**config.mk**
```make
export PLATFORM = sky130hd
export DESIGN_NAME = length_prefixed_frame_checker_top
export DESIGN_NICKNAME = d
export VERILOG_FILES = /design/src/design/lpfc_pkg.sv /design/src/design/lpfc_core.sv /design/src/design/length_prefixed_frame_checker_top.sv
export SDC_FILE = /design/constraint.sdc
export NUM_CORES = 1
export LEC_CHECK = 0
export BUFFER_PORTS_ARGS = -buffer_cell sky130_fd_sc_hd__buf_2
export CORE_ASPECT_RATIO = 0.5
export CORE_MARGIN = 2
export CORE_UTILIZATION = 37
export CTS_BUF_LIST = sky130_fd_sc_hd__clkbuf_4
export CTS_CLUSTER_SIZE = 20
export DETAILED_ROUTE_END_ITERATION = 10
export PLACE_DENSITY = 0.61
export SYNTH_ARGS = -nofsm -noshare
export SYNTH_HDL_FRONTEND = slang
export SYNTH_SLANG_ARGS = --single-unit
```
**constraint.sdc**
```tcl
create_clock -name clk -period 5.27 [get_ports clk]
set_clock_uncertainty 0.15 [all_clocks]
set_input_delay 0.527 -clock clk [delete_from_list [all_inputs] [get_ports clk]]
set_output_delay 0.527 -clock clk [all_outputs]
set_load 0.01 [all_outputs]
```
**src/design/lpfc_pkg.sv**
```systemverilog
`default_nettype none
// ----------------------------------------------------------------------------
// lpfc_pkg
// Shared types, codes and the CRC-16/CCITT-FALSE byte update for the
// length-prefixed frame checker.
// ----------------------------------------------------------------------------
package lpfc_pkg;

    localparam logic [15:0] CRC_INIT = 16'hFFFF;
    localparam logic [15:0] CRC_POLY = 16'h1021;
    localparam logic [7:0]  MIN_LEN  = 8'd4;

    localparam int CFG_IDX_W = 2;

    localparam logic [CFG_IDX_W-1:0] CFG_STATUS_CODE  = 2'd0;
    localparam logic [CFG_IDX_W-1:0] CFG_COMMAND_CODE = 2'd1;
    localparam logic [CFG_IDX_W-1:0] CFG_STOP_CODE    = 2'd2;

    localparam logic [7:0] STATUS_CODE_RST  = 8'd1;
    localparam logic [7:0] COMMAND_CODE_RST = 8'd2;
    localparam logic [7:0] STOP_CODE_RST    = 8'd3;

    typedef enum logic [2:0] {
        VERDICT_STATUS  = 3'd0,
        VERDICT_CMD_OK  = 3'd1,
        VERDICT_BUSY    = 3'd2,
        VERDICT_STOP    = 3'd3,
        VERDICT_UNKNOWN = 3'd4,
        VERDICT_CRC_ERR = 3'd5,
        VERDICT_BAD_LEN = 3'd6
    } verdict_t;

    typedef struct packed {
        logic [7:0] status_type_code;
        logic [7:0] command_type_code;
        logic [7:0] stop_type_code;
    } type_codes_t;

    typedef struct packed {
        verdict_t    verdict;
        logic [7:0]  packet_type;
        logic [7:0]  frame_length;
        logic [15:0] crc_computed;
        logic [15:0] crc_received;
    } result_t;

    // MSB-first, unreflected, one byte per call
    function automatic logic [15:0] crc_byte(input logic [15:0] crc, input logic [7:0] b);
        logic [15:0] c;
        c = crc ^ {b, 8'h00};
        for (int i = 0; i < 8; i++) begin
            if (c[15])
                c = {c[14:0], 1'b0} ^ CRC_POLY;
            else
                c = {c[14:0], 1'b0};
        end
        return c;
    endfunction

endpackage

`default_nettype wire

```
**src/design/lpfc_core.sv**
```systemverilog
`default_nettype none
// ----------------------------------------------------------------------------
// lpfc_core
// Frame state (length, count, running CRC, type, tail bytes) and end-of-frame
// verdict. Updates once per enabled item except error items and zero lengths.
// ----------------------------------------------------------------------------
module lpfc_core (
    input  wire logic                  clk,
    input  wire logic                  rst_n,
    input  wire logic                  item_en,
    input  wire logic [7:0]            rx_byte,
    input  wire logic                  rx_error,
    input  wire logic                  controller_busy,
    input  wire lpfc_pkg::type_codes_t codes,
    output logic                       res_valid,
    output lpfc_pkg::result_t          res
);

    logic        in_frame_reg;
    logic [7:0]  len_reg;
    logic [7:0]  count_reg;
    logic [15:0] crc_reg;
    logic [7:0]  type_reg;
    logic [15:0] tail_reg;

    logic        take;
    logic        start;
    logic        done;
    logic [7:0]  len;
    logic [7:0]  idx;
    logic [8:0]  idx_plus2;
    logic [7:0]  count_next;
    logic [7:0]  type_next;
    logic [15:0] crc_next;
    logic [15:0] tail_next;
    logic        long_frame;

    always_comb
    begin
        start      = !in_frame_reg;
        take       = item_en && !rx_error && (in_frame_reg || (rx_byte != 8'd0));
        len        = start ? rx_byte : len_reg;
        idx        = start ? 8'd0 : count_reg;
        idx_plus2  = {1'b0, idx} + 9'd2;
        long_frame = (len >= lpfc_pkg::MIN_LEN);
        type_next  = start ? 8'd0 : type_reg;
        crc_next   = start ? lpfc_pkg::CRC_INIT : crc_reg;
        tail_next  = start ? 16'd0 : tail_reg;
        if (idx == 8'd1)
            type_next = rx_byte;
        if (long_frame)
        begin
            if (idx_plus2 < {1'b0, len})
                crc_next = lpfc_pkg::crc_byte(crc_next, rx_byte);
            else if (idx_plus2 == {1'b0, len})
                tail_next = {tail_next[15:8], rx_byte};
            else
                tail_next = {rx_byte, tail_next[7:0]};
        end
        count_next = idx + 8'd1;
        done       = (count_next == len);
    end

    always_comb
    begin
        res.packet_type  = type_next;
        res.frame_length = len;
        res.crc_computed = long_frame ? crc_next : 16'd0;
        res.crc_received = long_frame ? tail_next : 16'd0;
        if (!long_frame)
            res.verdict = lpfc_pkg::VERDICT_BAD_LEN;
        else if (crc_next != tail_next)
            res.verdict = lpfc_pkg::VERDICT_CRC_ERR;
        else if (type_next == codes.status_type_code)
            res.verdict = lpfc_pkg::VERDICT_STATUS;
        else if (type_next == codes.command_type_code)
            res.verdict = controller_busy ? lpfc_pkg::VERDICT_BUSY
                                          : lpfc_pkg::VERDICT_CMD_OK;
        else if (type_next == codes.stop_type_code)
            res.verdict = lpfc_pkg::VERDICT_STOP;
        else
            res.verdict = lpfc_pkg::VERDICT_UNKNOWN;
        res_valid = take && done;
    end

    always_ff @(posedge clk or negedge rst_n)
    begin
        if (!rst_n)
        begin
            in_frame_reg <= 1'b0;
            len_reg      <= 8'd0;
            count_reg    <= 8'd0;
            crc_reg      <= lpfc_pkg::CRC_INIT;
            type_reg     <= 8'd0;
            tail_reg     <= 16'd0;
        end
        else if (take)
        begin
            if (done)
            begin
                in_frame_reg <= 1'b0;
                len_reg      <= 8'd0;
                count_reg    <= 8'd0;
                crc_reg      <= lpfc_pkg::CRC_INIT;
                type_reg     <= 8'd0;
                tail_reg     <= 16'd0;
            end
            else
            begin
                in_frame_reg <= 1'b1;
                len_reg      <= len;
                count_reg    <= count_next;
                crc_reg      <= crc_next;
                type_reg     <= type_next;
                tail_reg     <= tail_next;
            end
        end
    end

endmodule

`default_nettype wire

```
**src/design/length_prefixed_frame_checker_top.sv**
```systemverilog
`default_nettype none
// ----------------------------------------------------------------------------
// length_prefixed_frame_checker_top
// Length-prefixed frame receiver with CRC-16/CCITT-FALSE check and verdict.
// ----------------------------------------------------------------------------
// Accepts one received byte item per cycle, sustained, for as long as the
// result side is not stalled. An item passes an input register, then the
// frame state update (one unrolled CRC byte step) writes the result register,
// so a verdict is presented from the result register after the last byte of
// a frame has passed the input register and the state update. Only the last
// byte of a frame yields a result item; error-flagged bytes and zero length
// bytes are dropped. Type codes are written over the cfg port, which is always
// ready and should be used only while no frame is in flight.
// ----------------------------------------------------------------------------
module length_prefixed_frame_checker_top (
    input  wire logic                           clk,
    input  wire logic                           rst_n,
    input  wire logic                           in_valid,
    output logic                                in_stall,
    input  wire logic [7:0]                     rx_byte,
    input  wire logic                           rx_error,
    input  wire logic                           controller_busy,
    output logic                                out_valid,
    input  wire logic                           out_stall,
    output logic [2:0]                          verdict,
    output logic [7:0]                          packet_type,
    output logic [7:0]                          frame_length,
    output logic [15:0]                         crc_computed,
    output logic [15:0]                         crc_received,
    input  wire logic                           cfg_valid,
    output logic                                cfg_ready,
    input  wire logic [lpfc_pkg::CFG_IDX_W-1:0] cfg_index,
    input  wire logic [7:0]                     cfg_data
);

    lpfc_pkg::type_codes_t codes_reg;

    logic       s1_valid_reg;
    logic [7:0] s1_byte_reg;
    logic       s1_error_reg;
    logic       s1_busy_reg;

    logic              out_valid_reg;
    lpfc_pkg::result_t out_reg;

    logic              go;
    logic              in_accept;
    logic              res_valid;
    lpfc_pkg::result_t res;

    assign cfg_ready = 1'b1;
    assign go        = !(out_valid_reg && out_stall);
    assign in_stall  = s1_valid_reg && !go;
    assign in_accept = in_valid && !in_stall;

    always_ff @(posedge clk or negedge rst_n)
    begin
        if (!rst_n)
        begin
            codes_reg.status_type_code  <= lpfc_pkg::STATUS_CODE_RST;
            codes_reg.command_type_code <= lpfc_pkg::COMMAND_CODE_RST;
            codes_reg.stop_type_code    <= lpfc_pkg::STOP_CODE_RST;
        end
        else if (cfg_valid && cfg_ready)
        begin
            unique case (cfg_index)
                lpfc_pkg::CFG_STATUS_CODE:  codes_reg.status_type_code  <= cfg_data;
                lpfc_pkg::CFG_COMMAND_CODE: codes_reg.command_type_code <= cfg_data;
                lpfc_pkg::CFG_STOP_CODE:    codes_reg.stop_type_code    <= cfg_data;
                default:                    ;
            endcase
        end
    end

    always_ff @(posedge clk or negedge rst_n)
    begin
        if (!rst_n)
            s1_valid_reg <= 1'b0;
        else if (in_accept)
            s1_valid_reg <= 1'b1;
        else if (go)
            s1_valid_reg <= 1'b0;
    end

    always_ff @(posedge clk)
    begin
        if (in_accept)
        begin
            s1_byte_reg  <= rx_byte;
            s1_error_reg <= rx_error;
            s1_busy_reg  <= controller_busy;
        end
    end

    lpfc_core u_core (
        .clk             (clk),
        .rst_n           (rst_n),
        .item_en         (s1_valid_reg && go),
        .rx_byte         (s1_byte_reg),
        .rx_error        (s1_error_reg),
        .controller_busy (s1_busy_reg),
        .codes           (codes_reg),
        .res_valid       (res_valid),
        .res             (res)
    );

    always_ff @(posedge clk or negedge rst_n)
    begin
        if (!rst_n)
            out_valid_reg <= 1'b0;
        else if (res_valid)
            out_valid_reg <= 1'b1;
        else if (!out_stall)
            out_valid_reg <= 1'b0;
    end

    always_ff @(posedge clk)
    begin
        if (res_valid)
            out_reg <= res;
    end

    assign out_valid    = out_valid_reg;
    assign verdict      = out_reg.verdict;
    assign packet_type  = out_reg.packet_type;
    assign frame_length = out_reg.frame_length;
    assign crc_computed = out_reg.crc_computed;
    assign crc_received = out_reg.crc_received;

endmodule

`default_nettype wire

```
==> metrics.txt <==
total core area=between 20000 and 25000 µm²; Max Cap Viol=0; gr usage total=about a fifth; Routability Congestion=between 0.9 and 1; CTS max path bufs=2; EDFF count, synth=61; final period utilization=92.4%; Mean Syn Cell Area=between 10 and 15 µm²; post-CTS setup buffers=0; Critical Path End=verdict[2]; Synth area leader=edfxtp_1; wire per inst=19.3 µm; Async SR Flop Fraction=approximately 58%; Clock Sinks=~140; crit end category=register; Ports=79; r2r worst-path depth=13; Filler Cell Count=1967; Hold Path Class=input pin to register; crit path DAT=5.05 ns; Area growth, synth to finish=14.9%; worst reg2reg path startpoint=u_core.count_reg[2]; RSZ-0062 raised after global routing=no; pin count of the biggest net entering global routing=between 40 and 50; Syn Inst Count=710; grt total ovfl=0; Vias/cell=~5.3; Largest register FFs=24; layout cell share with drive strength beyond 1=25.6%; Fin. Hold Viols=0; CP max FO=14; FF+latch area=3940 µm²; number of setup violations in the final report=0; multi-input combinational cell area=about 3500 µm²; area share of the largest cell type after synthesis=a little under a quarter; status=complete, no violations; CTS Buf Count=17; top post-synthesis cells by area=edfxtp_1, dfrtp_1, dfstp_2; Pins Over Slew Limit=0; Worst Hold Slack=0.0579 ns; Seq/Total Area, Yosys=between 50% and 60%; CP Class=register to register; critical path required time=~5.5 ns; Finished Core Util=43.4%; Die X=209 µm; initial antenna violation count=1; YS warnings=0; f_max=about 210 MHz; R2R Setup Slk=around 0.4 ns; CP startpoint=u_core.count_reg[2]; first drt pass iteration count=4; Synth Flop Type=dfrtp_1; Initial Utilization=between 30% and 40%; vias in the first global route=roughly 5500; die area=22300 µm²; VDD IR max=approximately 0.24 mV; CP startpoint kind=register; synthesized area=approximately 8000 µm²; CTS H-tree lvls=4; Rel. slew slack=30.7%; # rows=37; Netlist cell types=72; TritonCTS clock tree=yes; Final HPWL DP=between 10000 and 15000 µm; Post-Route WL=roughly 21000 µm; PwrDens=approximately 590 nW/µm²; Pleak=roughly 3.8 nW; Synth Register Bits=~140; DRC violations left=0; root buf cell=clkbuf_4; clock slew at reported path FFs=approximately 0.14 ns; pre-CTS setup slack=0.472 ns; setup TNS=0 ns; number of port buffers=77; min Tclk post-route=4.87 ns; Layout Nets=832; first-pass GRT wire length=roughly 33000 µm; syn nets=~750; Worst Slack Setup Final=0.402 ns; worst reg2reg path endpoint=verdict[2]; DR iter-0 viols=347; post-route ant nets=0; die height=between 100 and 150 µm; vias=approximately 5800; Worst-Skew Late Latency=0.58 ns; Worst Tran Pin Value=1.04 ns
==> through the flow <==
stage	area, µm²	cells	power [mW]
2_1_floorplan	7790	710	3.77
3_5_place_dp	8500	1038	4.45
6_report	8950	1083	5.29
5_1_grt	8950	1083	5.64
3_3_place_gp	8500	1038	4.44
4_1_cts	8950	1082	5.29
==> worst max-delay path, stage by stage, from the launching register on <==
cell and delay [ns]:
dfrtp_1 0.52, and2_1 0.21, ha_1 0.26, xnor2_1 0.20, ha_1 0.27, nand4_1 0.14, nor2_1 0.09, o311a_1 0.57
o211ai_2 0.60, mux2i_1 0.47, xnor2_1 0.11, nor4_1 0.29, nand4_1 0.35, a211o_1 0.38
==> Yosys cell counts (13+ instances only) <==
| cell | instances |
|---|---|
| a21oi_1 | 15 |
| and2_1 | 22 |
| clkbuf_1 | 28 |
| dfrtp_1 | 63 |
| dfstp_2 | 20 |
| edfxtp_1 | 61 |
| inv_1 | 18 |
| mux2_2 | 30 |
| mux2i_1 | 18 |
| nand2_1 | 69 |
| nand3_1 | 13 |
| nor2_1 | 65 |
| o21ai_0 | 25 |
| o31ai_1 | 23 |
| xnor2_1 | 28 |
| xor2_1 | 50 |
==> layout by cell type (no fill, tap or decap), types with 3 or more instances in the layout <==
cell type	n
bufinv_16	4
buf_4	27
nand4_1	8
ha_1	11
a2111o_1	3
a22o_1	10
xor2_1	50
nor4_1	10
and4_1	3
o31ai_1	23
edfxtp_1	61
a32o_1	3
xnor2_1	28
a211oi_1	4
buf_2	76
and3_1	3
a211o_1	3
o22ai_1	3
nor2_1	65
a21oi_1	15
and2_1	22
nor3_1	10
nand2b_1	8
dlygate4sd3_1	12
o21ai_1	5
dfstp_2	20
nand3_1	13
clkbuf_4	19
nand2_1	69
clkinvlp_4	3
dfrtp_1	62
mux2_2	30
o21ai_0	25
mux2i_1	18
xnor3_1	4
inv_1	17
nand2_2	3
a31oi_1	7
==> repair_timing <==
action	CTS	global route
hold endpoints to repair	42	0
gates resized for setup	0	0
hold buffers	12	0
==> cell families (layout without fill, tap and decap cells) <==
group | count (synthesis) | after routing | share of synthesized area, %
simple gates | 227 | 227 | 14.1
flops | 144 | 144 | 50.5
compound gates | 127 | 127 | 12.6
xor+xnor | 82 | 82 | 9.92
buf+inv | 68 | 167 | 4.00
mux | 50 | 50 | 7.11
fa+ha+maj | 11 | 11 | 1.77
other cells | 1 | 2 | 0.0481
==> per-layer routing <==
layer	track usage [%]	share of wire [%]	vias up
li1	-	-	2720
met3	4.34	5.4	24
met1	28.1	49	2865
met2	28.8	44	166
met5	0	0	-
met4	5.66	1.5	0
==> area by class of cell <==
cell class	instances	share of cell area [%]
clock buffers	19	1.59
clock inverters	13	2.08
repair buffers	116	8.08
flip-flops and latches	144	44.0
multi-input cells	498	39.6
inverters	19	0.797
diodes	1	0.0280
well taps	273	3.82
==> worst min-delay path by stage <==
stage | start | to | slack (ns) | depth (start not counted)
floorplan | rst_n | codes_reg[10] | 0.08 | 0
global placement | u_core.tail_reg[2] | u_core.tail_reg[2] | 0.30 | 2
finish | out_stall | out_valid | 0.06 | 3
global route | out_stall | out_valid | 0.03 | 3
CTS | out_stall | out_valid | 0.02 | 3
detailed placement | u_core.tail_reg[4] | u_core.tail_reg[4] | 0.31 | 2
==> report_power, final <==
part           switching [mW]  total, mW  leakage [nW]  internal (mW)
clock                   0.426      0.815         0.167          0.388
sequential              0.171       1.67          1.56           1.50
combinational            1.71       2.80          2.02           1.10
total                    2.31       5.29          3.76           2.98
Power figures use the tool's default switching activity.
